===== config.mk =====
export PLATFORM = sky130hd
export DESIGN_NAME = fixed_block_free_list_allocator_top
export DESIGN_NICKNAME = d
export VERILOG_FILES = /design/src/design/fbfa_pkg.sv /design/src/design/fbfa_link_ram.sv /design/src/design/fbfa_div.sv /design/src/design/fixed_block_free_list_allocator_top.sv
export SDC_FILE = /design/constraint.sdc
export NUM_CORES = 2
export LEC_CHECK = 0
export BUFFER_PORTS_ARGS = -buffer_cell sky130_fd_sc_hd__buf_2
export CELL_PAD_IN_SITES_DETAIL_PLACEMENT = 1
export CELL_PAD_IN_SITES_GLOBAL_PLACEMENT = 1
export CORE_MARGIN = 2
export CORE_UTILIZATION = 25
export CTS_CLUSTER_DIAMETER = 80
export DETAILED_ROUTE_END_ITERATION = 12
export PLACE_DENSITY = 0.48
export SETUP_SLACK_MARGIN = 0.4
export SLEW_MARGIN = 20
export SYNTH_ARGS = -nofsm -noshare
export SYNTH_HDL_FRONTEND = slang
export SYNTH_SLANG_ARGS = --single-unit
export TNS_END_PERCENT = 5

===== constraint.sdc =====
create_clock -name clk -period 8.75 [get_ports clk]
set_clock_uncertainty 0.1 [all_clocks]
set_input_delay 0 -clock clk [delete_from_list [all_inputs] [get_ports clk]]
set_output_delay 0 -clock clk [all_outputs]
set_load 0.005 [all_outputs]

===== src/design/fbfa_pkg.sv =====
package fbfa_pkg;

  // Pool geometry
  localparam int POOL_BYTES = 4096;
  localparam int MIN_BLOCK  = 16;
  localparam int LINK_DEPTH = POOL_BYTES / MIN_BLOCK;

  // Field widths
  localparam int ADDR_W   = 12;
  localparam int STATUS_W = 2;
  localparam int SIZE_W   = 13;
  localparam int IDX_W    = $clog2(LINK_DEPTH + 1);
  localparam int LINK_AW  = $clog2(LINK_DEPTH);
  localparam int CNT_W    = IDX_W;

  // Stream packing
  localparam int IN_DATA_W  = ((ADDR_W + 7) / 8) * 8;
  localparam int OUT_BITS   = ADDR_W + STATUS_W + CNT_W;
  localparam int OUT_DATA_W = ((OUT_BITS + 7) / 8) * 8;

  typedef enum logic [0:0] {
    REQ_ALLOC = 1'b0,
    REQ_FREE  = 1'b1
  } req_t;

  typedef enum logic [STATUS_W-1:0] {
    STAT_OK     = 2'd0,
    STAT_EMPTY  = 2'd1,
    STAT_REJECT = 2'd2
  } status_t;

  typedef enum logic [1:0] {
    ST_IDLE,
    ST_POP,
    ST_DIV
  } state_t;

  typedef struct packed {
    logic              start;
    logic [SIZE_W-1:0] dividend;
    logic [SIZE_W-1:0] divisor;
  } div_req_t;

  typedef struct packed {
    logic             busy;
    logic [IDX_W-1:0] quotient;
  } div_rsp_t;

endpackage


===== src/design/fbfa_link_ram.sv =====
module fbfa_link_ram #(
  parameter int DEPTH = 256,
  parameter int WIDTH = 9
) (
  input  logic                     clk,
  input  logic                     we,
  input  logic [$clog2(DEPTH)-1:0] waddr,
  input  logic [WIDTH-1:0]         wdata,
  input  logic                     re,
  input  logic [$clog2(DEPTH)-1:0] raddr,
  output logic [WIDTH-1:0]         rdata
);

  logic [WIDTH-1:0] mem [DEPTH];

  always_ff @(posedge clk) begin
    if (we) begin
      mem[waddr] <= wdata;
    end
  end

  always_ff @(posedge clk) begin
    if (re) begin
      rdata <= mem[raddr];
    end
  end

endmodule


===== src/design/fbfa_div.sv =====
module fbfa_div (
  input  logic               clk,
  input  logic               rst,
  input  fbfa_pkg::div_req_t req,
  output fbfa_pkg::div_rsp_t rsp
);

  import fbfa_pkg::*;

  localparam int DSH_W = SIZE_W + IDX_W - 1;
  localparam int STEP_W = $clog2(IDX_W);

  logic              busy;
  logic [STEP_W-1:0] step;
  logic [SIZE_W-1:0] rem;
  logic [DSH_W-1:0]  dsh;
  logic [IDX_W-1:0]  quo;
  logic              fits;

  // One quotient bit per cycle, most significant first
  assign fits = {{(DSH_W-SIZE_W){1'b0}}, rem} >= dsh;

  always_ff @(posedge clk) begin
    if (rst) begin
      busy <= 1'b0;
      step <= '0;
    end else if (req.start) begin
      busy <= 1'b1;
      step <= STEP_W'(IDX_W - 1);
    end else if (busy) begin
      step <= step - 1'b1;
      if (step == '0) begin
        busy <= 1'b0;
      end
    end
  end

  always_ff @(posedge clk) begin
    if (req.start) begin
      rem <= req.dividend;
      dsh <= {req.divisor, {(IDX_W-1){1'b0}}};
      quo <= '0;
    end else if (busy) begin
      if (fits) begin
        rem <= rem - dsh[SIZE_W-1:0];
      end
      dsh <= dsh >> 1;
      quo <= {quo[IDX_W-2:0], fits};
    end
  end

  assign rsp.busy     = busy;
  assign rsp.quotient = quo;

endmodule


===== src/design/fixed_block_free_list_allocator_top.sv =====
// Fixed-size block free-list allocator.
//
// Input stream (s_*): one item per request. s_tuser carries req_type
// (0 allocate, 1 free), s_tdata carries the byte offset of a freed block.
// Output stream (m_*): one item per request with the allocated offset,
// a status code (ok, pool empty, free rejected) and the free block count.
// Config channel (cfg_*): writing the block size restarts the pool with
// every block free in address order; it is taken only when the block is idle.
//
// Request flow: an allocate takes a pop step, in which the link of the head
// block comes from a synchronous RAM read. A free and a config write pass
// through a bit-serial divider that maps a byte offset to a block index (for a
// config write, the pool bytes to a block count): either one holds the block
// until the divider is done. No new item is taken until the last is through.
// Reset: block size 16, 256 free blocks, head at block 0. The link RAM is
// not cleared; a valid bit per entry marks the entries a free has written,
// and an unwritten entry links to the next block in address order.
// Output stall: a result sits in the output register; the next item is
// accepted meanwhile and is held at its last step until the register frees.
module fixed_block_free_list_allocator_top (
  input  logic                            clk,
  input  logic                            rst,
  // slave side
  input  logic                            s_tvalid,
  output logic                            s_tready,
  input  logic [fbfa_pkg::IN_DATA_W-1:0]  s_tdata,   // [11:0] free_addr
  input  logic [0:0]                      s_tuser,   // [0] req_type
  // master side
  output logic                            m_tvalid,
  input  logic                            m_tready,
  output logic [fbfa_pkg::OUT_DATA_W-1:0] m_tdata,   // [11:0] addr, [13:12] status,
                                                     // [22:14] free_blocks
  // configuration
  input  logic                            cfg_valid,
  output logic                            cfg_ready,
  input  logic [fbfa_pkg::SIZE_W-1:0]     cfg_data   // block_size
);

  import fbfa_pkg::*;

  localparam int PROD_W = IDX_W + SIZE_W;

  // Control and pool registers
  state_t            state, state_next;
  logic              is_cfg, is_cfg_next;
  logic [SIZE_W-1:0] eff_size, eff_size_next;
  logic [IDX_W-1:0]  head, head_next;         // head block index
  logic [CNT_W-1:0]  free_total, free_total_next;
  logic [CNT_W-1:0]  block_total, block_total_next;
  logic [LINK_DEPTH-1:0] linked;              // link entry written since restart

  // Output register
  logic                out_valid, out_valid_next;
  logic [ADDR_W-1:0]   out_addr, out_addr_next;
  status_t             out_status, out_status_next;
  logic [CNT_W-1:0]    out_free, out_free_next;

  logic              out_open;
  logic              cfg_take;
  logic [SIZE_W-1:0] size_clamped;
  logic [PROD_W-1:0] prod;
  logic [IDX_W-1:0]  idx;

  div_req_t div_req;
  div_rsp_t div_rsp;

  logic               mem_we, mem_re;
  logic [LINK_AW-1:0] mem_waddr;
  logic [IDX_W-1:0]   mem_wdata;
  logic [IDX_W-1:0]   mem_rdata;

  fbfa_link_ram #(
    .DEPTH (LINK_DEPTH),
    .WIDTH (IDX_W)
  ) u_link_ram (
    .clk   (clk),
    .we    (mem_we),
    .waddr (mem_waddr),
    .wdata (mem_wdata),
    .re    (mem_re),
    .raddr (head[LINK_AW-1:0]),
    .rdata (mem_rdata)
  );

  fbfa_div u_div (
    .clk (clk),
    .rst (rst),
    .req (div_req),
    .rsp (div_rsp)
  );

  // Clamp the written size into the legal block range
  always_comb begin
    if (cfg_data < SIZE_W'(MIN_BLOCK)) begin
      size_clamped = SIZE_W'(MIN_BLOCK);
    end else if (cfg_data > SIZE_W'(POOL_BYTES)) begin
      size_clamped = SIZE_W'(POOL_BYTES);
    end else begin
      size_clamped = cfg_data;
    end
  end

  assign out_open  = !out_valid || m_tready;
  assign cfg_take  = cfg_valid && cfg_ready;
  assign prod      = PROD_W'(head) * PROD_W'(eff_size);
  assign idx       = div_rsp.quotient;
  assign cfg_ready = (state == ST_IDLE);
  assign s_tready  = (state == ST_IDLE) && !cfg_valid;

  always_comb begin
    state_next       = state;
    is_cfg_next      = is_cfg;
    eff_size_next    = eff_size;
    head_next        = head;
    free_total_next  = free_total;
    block_total_next = block_total;
    out_valid_next   = out_valid && !m_tready;
    out_addr_next    = out_addr;
    out_status_next  = out_status;
    out_free_next    = out_free;
    div_req          = '0;
    mem_we           = 1'b0;
    mem_re           = 1'b0;
    mem_waddr        = idx[LINK_AW-1:0];
    mem_wdata        = head;

    case (state)
      ST_IDLE: begin
        if (cfg_valid) begin
          // Restart: block count = pool bytes over block size
          eff_size_next    = size_clamped;
          div_req.start    = 1'b1;
          div_req.dividend = SIZE_W'(POOL_BYTES);
          div_req.divisor  = size_clamped;
          is_cfg_next      = 1'b1;
          state_next       = ST_DIV;
        end else if (s_tvalid) begin
          if (req_t'(s_tuser[0]) == REQ_ALLOC) begin
            mem_re     = 1'b1;
            state_next = ST_POP;
          end else begin
            div_req.start    = 1'b1;
            div_req.dividend = SIZE_W'(s_tdata[ADDR_W-1:0]);
            div_req.divisor  = eff_size;
            is_cfg_next      = 1'b0;
            state_next       = ST_DIV;
          end
        end
      end

      ST_POP: begin
        if (out_open) begin
          out_valid_next = 1'b1;
          state_next     = ST_IDLE;
          if (free_total == '0) begin
            out_addr_next   = '0;
            out_status_next = STAT_EMPTY;
            out_free_next   = free_total;
          end else begin
            // An entry no free has written since the restart still links
            // to the next block in address order.
            if (linked[head[LINK_AW-1:0]]) begin
              head_next = mem_rdata;
            end else begin
              head_next = head + 1'b1;
            end
            free_total_next = free_total - 1'b1;
            out_addr_next   = prod[ADDR_W-1:0];
            out_status_next = STAT_OK;
            out_free_next   = free_total - 1'b1;
          end
        end
      end

      ST_DIV: begin
        if (!div_rsp.busy) begin
          if (is_cfg) begin
            block_total_next = idx;
            free_total_next  = idx;
            head_next        = '0;
            state_next       = ST_IDLE;
          end else if (out_open) begin
            out_valid_next = 1'b1;
            out_addr_next  = '0;
            state_next     = ST_IDLE;
            if (free_total >= block_total || idx >= block_total) begin
              out_status_next = STAT_REJECT;
              out_free_next   = free_total;
            end else begin
              // Push: link the block to the old head
              mem_we          = 1'b1;
              head_next       = idx;
              free_total_next = free_total + 1'b1;
              out_status_next = STAT_OK;
              out_free_next   = free_total + 1'b1;
            end
          end
        end
      end

      default: begin
        state_next = ST_IDLE;
      end
    endcase
  end

  always_ff @(posedge clk) begin
    if (rst) begin
      state       <= ST_IDLE;
      is_cfg      <= 1'b0;
      eff_size    <= SIZE_W'(MIN_BLOCK);
      head        <= '0;
      free_total  <= CNT_W'(POOL_BYTES / MIN_BLOCK);
      block_total <= CNT_W'(POOL_BYTES / MIN_BLOCK);
      out_valid   <= 1'b0;
    end else begin
      state       <= state_next;
      is_cfg      <= is_cfg_next;
      eff_size    <= eff_size_next;
      head        <= head_next;
      free_total  <= free_total_next;
      block_total <= block_total_next;
      out_valid   <= out_valid_next;
    end
  end

  // Mark a link entry once a push writes it; a restart drops every mark
  always_ff @(posedge clk) begin
    if (rst || cfg_take) begin
      linked <= '0;
    end else if (mem_we) begin
      linked[mem_waddr] <= 1'b1;
    end
  end

  // Payload holds while the receiver stalls
  always_ff @(posedge clk) begin
    out_addr   <= out_addr_next;
    out_status <= out_status_next;
    out_free   <= out_free_next;
  end

  assign m_tvalid = out_valid;
  assign m_tdata  = {{(OUT_DATA_W-OUT_BITS){1'b0}}, out_free, out_status, out_addr};

endmodule


==> out/metrics.cfg <==
[worst_setup_path]
crit_top_cell = a21oi_1
reg2reg_slack_ns = 3.11
crit_path_cell_trace = inv_1, ha_1, nand2b_1, a21oi_1, nor2b_1, o211ai_1, a21oi_1, or3_1, nor4_2, buf_4, nand3_1, nor2_1
cpMaxStageDelayCell = nor2_1
r2r-end = u_link_ram.mem[152][0]
path_delay_family = simple AND/OR/NAND/NOR gates
startpoint_type = register
worstRegToRegCells = 12
r2r-start = u_div.quo[0]
slowest_delay_ns = 1.09
required_ns = 9.12
endpoint_kind = register
critPathLaunch = u_div.quo[0]
crit_arrival_ns = 6.01
worst-path-max-fanout = 16
critPathBufInv = 2
crit_type = register to register

[layout]
nFillCells = 43700
syn_to_final_growth_pct = 16.6
drive_gt1_share_pct = 24.4
layout.nets = 5908
instances_no_fill = 11700

[clock_network]
cts_hold_buf = 96
cts_sinks = 2684
cts-buffers-inserted = 309
clk_path_buf_depth = 4
path_clk_slew_ns = 0.06
cts_tree = yes
cts_root_buf = clkbuf_16
clk_latency_ns = 0.92
postCtsSetupBuffers = 0
ctsResizeCount = 0
htreeDepth = 5

[placed_design]
portBuffers = 56
dp_hpwl_mm = 175
dp_cells = 11100
place.gp.congestion = 0.729
post-place-ws_ns = 3.21

[logic_synthesis]
ys_seq_elements = 2684
synth_top_area_cell = edfxtp_1
synth-edff-count = 2362
synth-seq-area-share_pct = 72.0
netlist.area_leader.share_pct = 66.0
yosys_warnings = 0
netlist_area_um2 = 107000
synthesis.nets = 5721
synth_cell_types = 78
syn_inst = 5587
ys.flop_type = edfxtp_1
synth.avg_cell_area_um2 = 19.2
ys_top_cells_by_area = edfxtp_1, mux4_2, dfxtp_1
ys_async_sr_fraction_pct = 0

[power]
swShare_pct = 22.8
power_leakage_nw = 39.1
power_frac_seq_pct = 48.3
ir_drop_uv = 176
internal_power_mw = 22.5
pwr-share-comb_pct = 7.5
clockPowerShare_pct = 44.3
powerDensity_nw_per_um2 = 232
p_switching_mw = 6.65

[timing]
finalSetupTns_ns = 0
max_freq_mhz = 177
slew_headroom_pct = 23.6
period_share_pct = 64.4
finalCriticalPeriod_ns = 5.64
hold_ws_ns = 0.139
rsz0062_at_grt = no
tightest_slew_ns = 1.14
slew_viol_final = 0
setup_viol = 0
hold_viol = 0
setup_ws_ns = 3.11

[drt]
ant_nets = 0
drt_iter0_drc = 4691
vias_per_cell = 4.57
num_vias = 53600
drt-pass1-iter-count = 5
post-route-drc-count = 0
wl_per_cell_um = 25.4
drt-total-wl_mm = 298

[grt]
grtUsageMet3_pct = 1.84
grt_max_degree = 162
grt_use_total_pct = 13.5
grt_pass1_wl_mm = 430
grt_pass1_vias = 57300
antenna_found_initial = 20
gr-usage-met2_pct = 22.4
grt_util_met1_pct = 18.9
top_usage_layer = met2
overflow = 0

[floorplan]
row_count = 240
fp.dieH_um = 659
fp.coreArea_um2 = 428000
die_w_um = 659
start_util_pct = 25.1
die_area_um2 = 435000
io_pins = 62

[min_path]
min_from = cfg_valid
hp-class = input port to register
hold_path_end = state[1]
holdPathStages = 5

[run_status]
status = complete, no violations

[job]
cap_viol_max_count = 0

## Yosys cell counts (14+ instances only)
cell      count
a21oi_1      50
a22o_1       72
and2_1       36
and3_1       16
buf_1        30
buf_2       141
clkbuf_1    193
dfxtp_1     322
edfxtp_1   2362
fa_1         40
ha_1         59
inv_1       104
mux2i_1      47
mux4_2      821
nand2_1     355
nand2b_1     24
nand3_1      38
nand4_1      24
nor2_1      342
nor2b_1      22
nor3_1       22
nor4_1       20
o21ai_0     235
o22ai_1      17
xnor2_1      32
xor2_1       14
## worst reg2reg max path: cells and delay by family (launching register included)
family | cells | cell delay (ns)
AO/OA/AOI/OAI | 3 | 0.49
adder cells (fa/ha/maj) | 1 | 0.33
buffers and inverters | 2 | 0.48
flip-flops | 1 | 0.77
AND/OR/NAND/NOR | 6 | 3.04
## cell type report
type	instances	area, um2	share of cell area [%]
clock inverters	154	1590	1.27
inverters	105	402	0.321
multi-input cells	2423	28100	22.4
repair buffers	251	2170	1.74
flip-flops and latches	2684	77400	61.8
well taps	5687	7120	5.68
diodes	8	20.0	0.0160
clock buffers	402	8410	6.72
## logic make-up after synthesis
group	count (synthesis)	synth area share [%]
AND/OR/NAND/NOR	925	3.73
other	1	0.00349
XOR/XNOR	46	0.375
multiplexers	879	17.8
AO/OA/AOI/OAI	473	2.76
flip-flops	2684	72.0
adder cells (fa/ha/maj)	99	1.43
buffers and inverters	480	1.88
## cells in the final DEF, fill, tap and decap left out, types with 83 or more instances in the layout
master,count
mux4_2,821
edfxtp_1,2362
nor2_1,341
clkbuf_16,319
dlygate4sd3_1,96
nand2_1,346
o21ai_0,235
inv_1,103
dfxtp_1,312
buf_4,83
## power groups by stage
stage | clock network (mW) | logic (mW) | registers, mW
2_1_floorplan | 0 | 1.42 | 14.3
3_3_place_gp | 0 | 2.13 | 14.3
3_5_place_dp | 0 | 2.15 | 14.3
4_1_cts | 13.3 | 2.22 | 14.1
5_1_grt | 13.7 | 2.36 | 14.1
6_report | 12.9 | 2.17 | 14.1
## routing by layer
layer / share of wire, % / up-vias
li1: - / 22900
met1: 45 / 29200
met2: 49 / 1156
met3: 4.4 / 330
met4: 2.0 / 4
met5: 0.0054 / -
## stage by stage
| stage | power, mW | area (um2) | utilization, % |
|---|---|---|---|
| 2_1_floorplan | 15.7 | 107000 | - |
| 3_3_place_gp | 16.4 | 114000 | 26.7 |
| 3_5_place_dp | 16.5 | 114000 | 26.7 |
| 4_1_cts | 29.5 | 125000 | 29.3 |
| 5_1_grt | 30.1 | 125000 | 29.3 |
| 6_report | 29.1 | 125000 | 29.3 |
## state kept, by name (all words and copies together) (netlist names)
register          count
linked              256
u_div.dsh            21
out_addr             12
state                 2
m_tvalid              1
is_cfg                1
head                  9
out_free              9
u_div.step            4
u_div.busy            1
u_link_ram.rdata      9
out_status            2
u_div.rem            13
eff_size             13
u_div.quo             9
block_total           9
free_total            9
u_link_ram.mem     2304
## worst max-delay path by stage
stage / endpoint / slack [ns] / cells past startpoint
finish: u_link_ram.mem[152][0] / 3.11 / 12
global route: u_link_ram.mem[152][0] / 2.82 / 12
CTS: u_link_ram.mem[152][6] / 3.11 / 12
detailed placement: u_link_ram.mem[145][3] / 3.21 / 12
global placement: u_link_ram.mem[157][3] / 3.28 / 12
floorplan: out_addr[11] / 0.84 / 18
(Power assumes the default switching activity.)
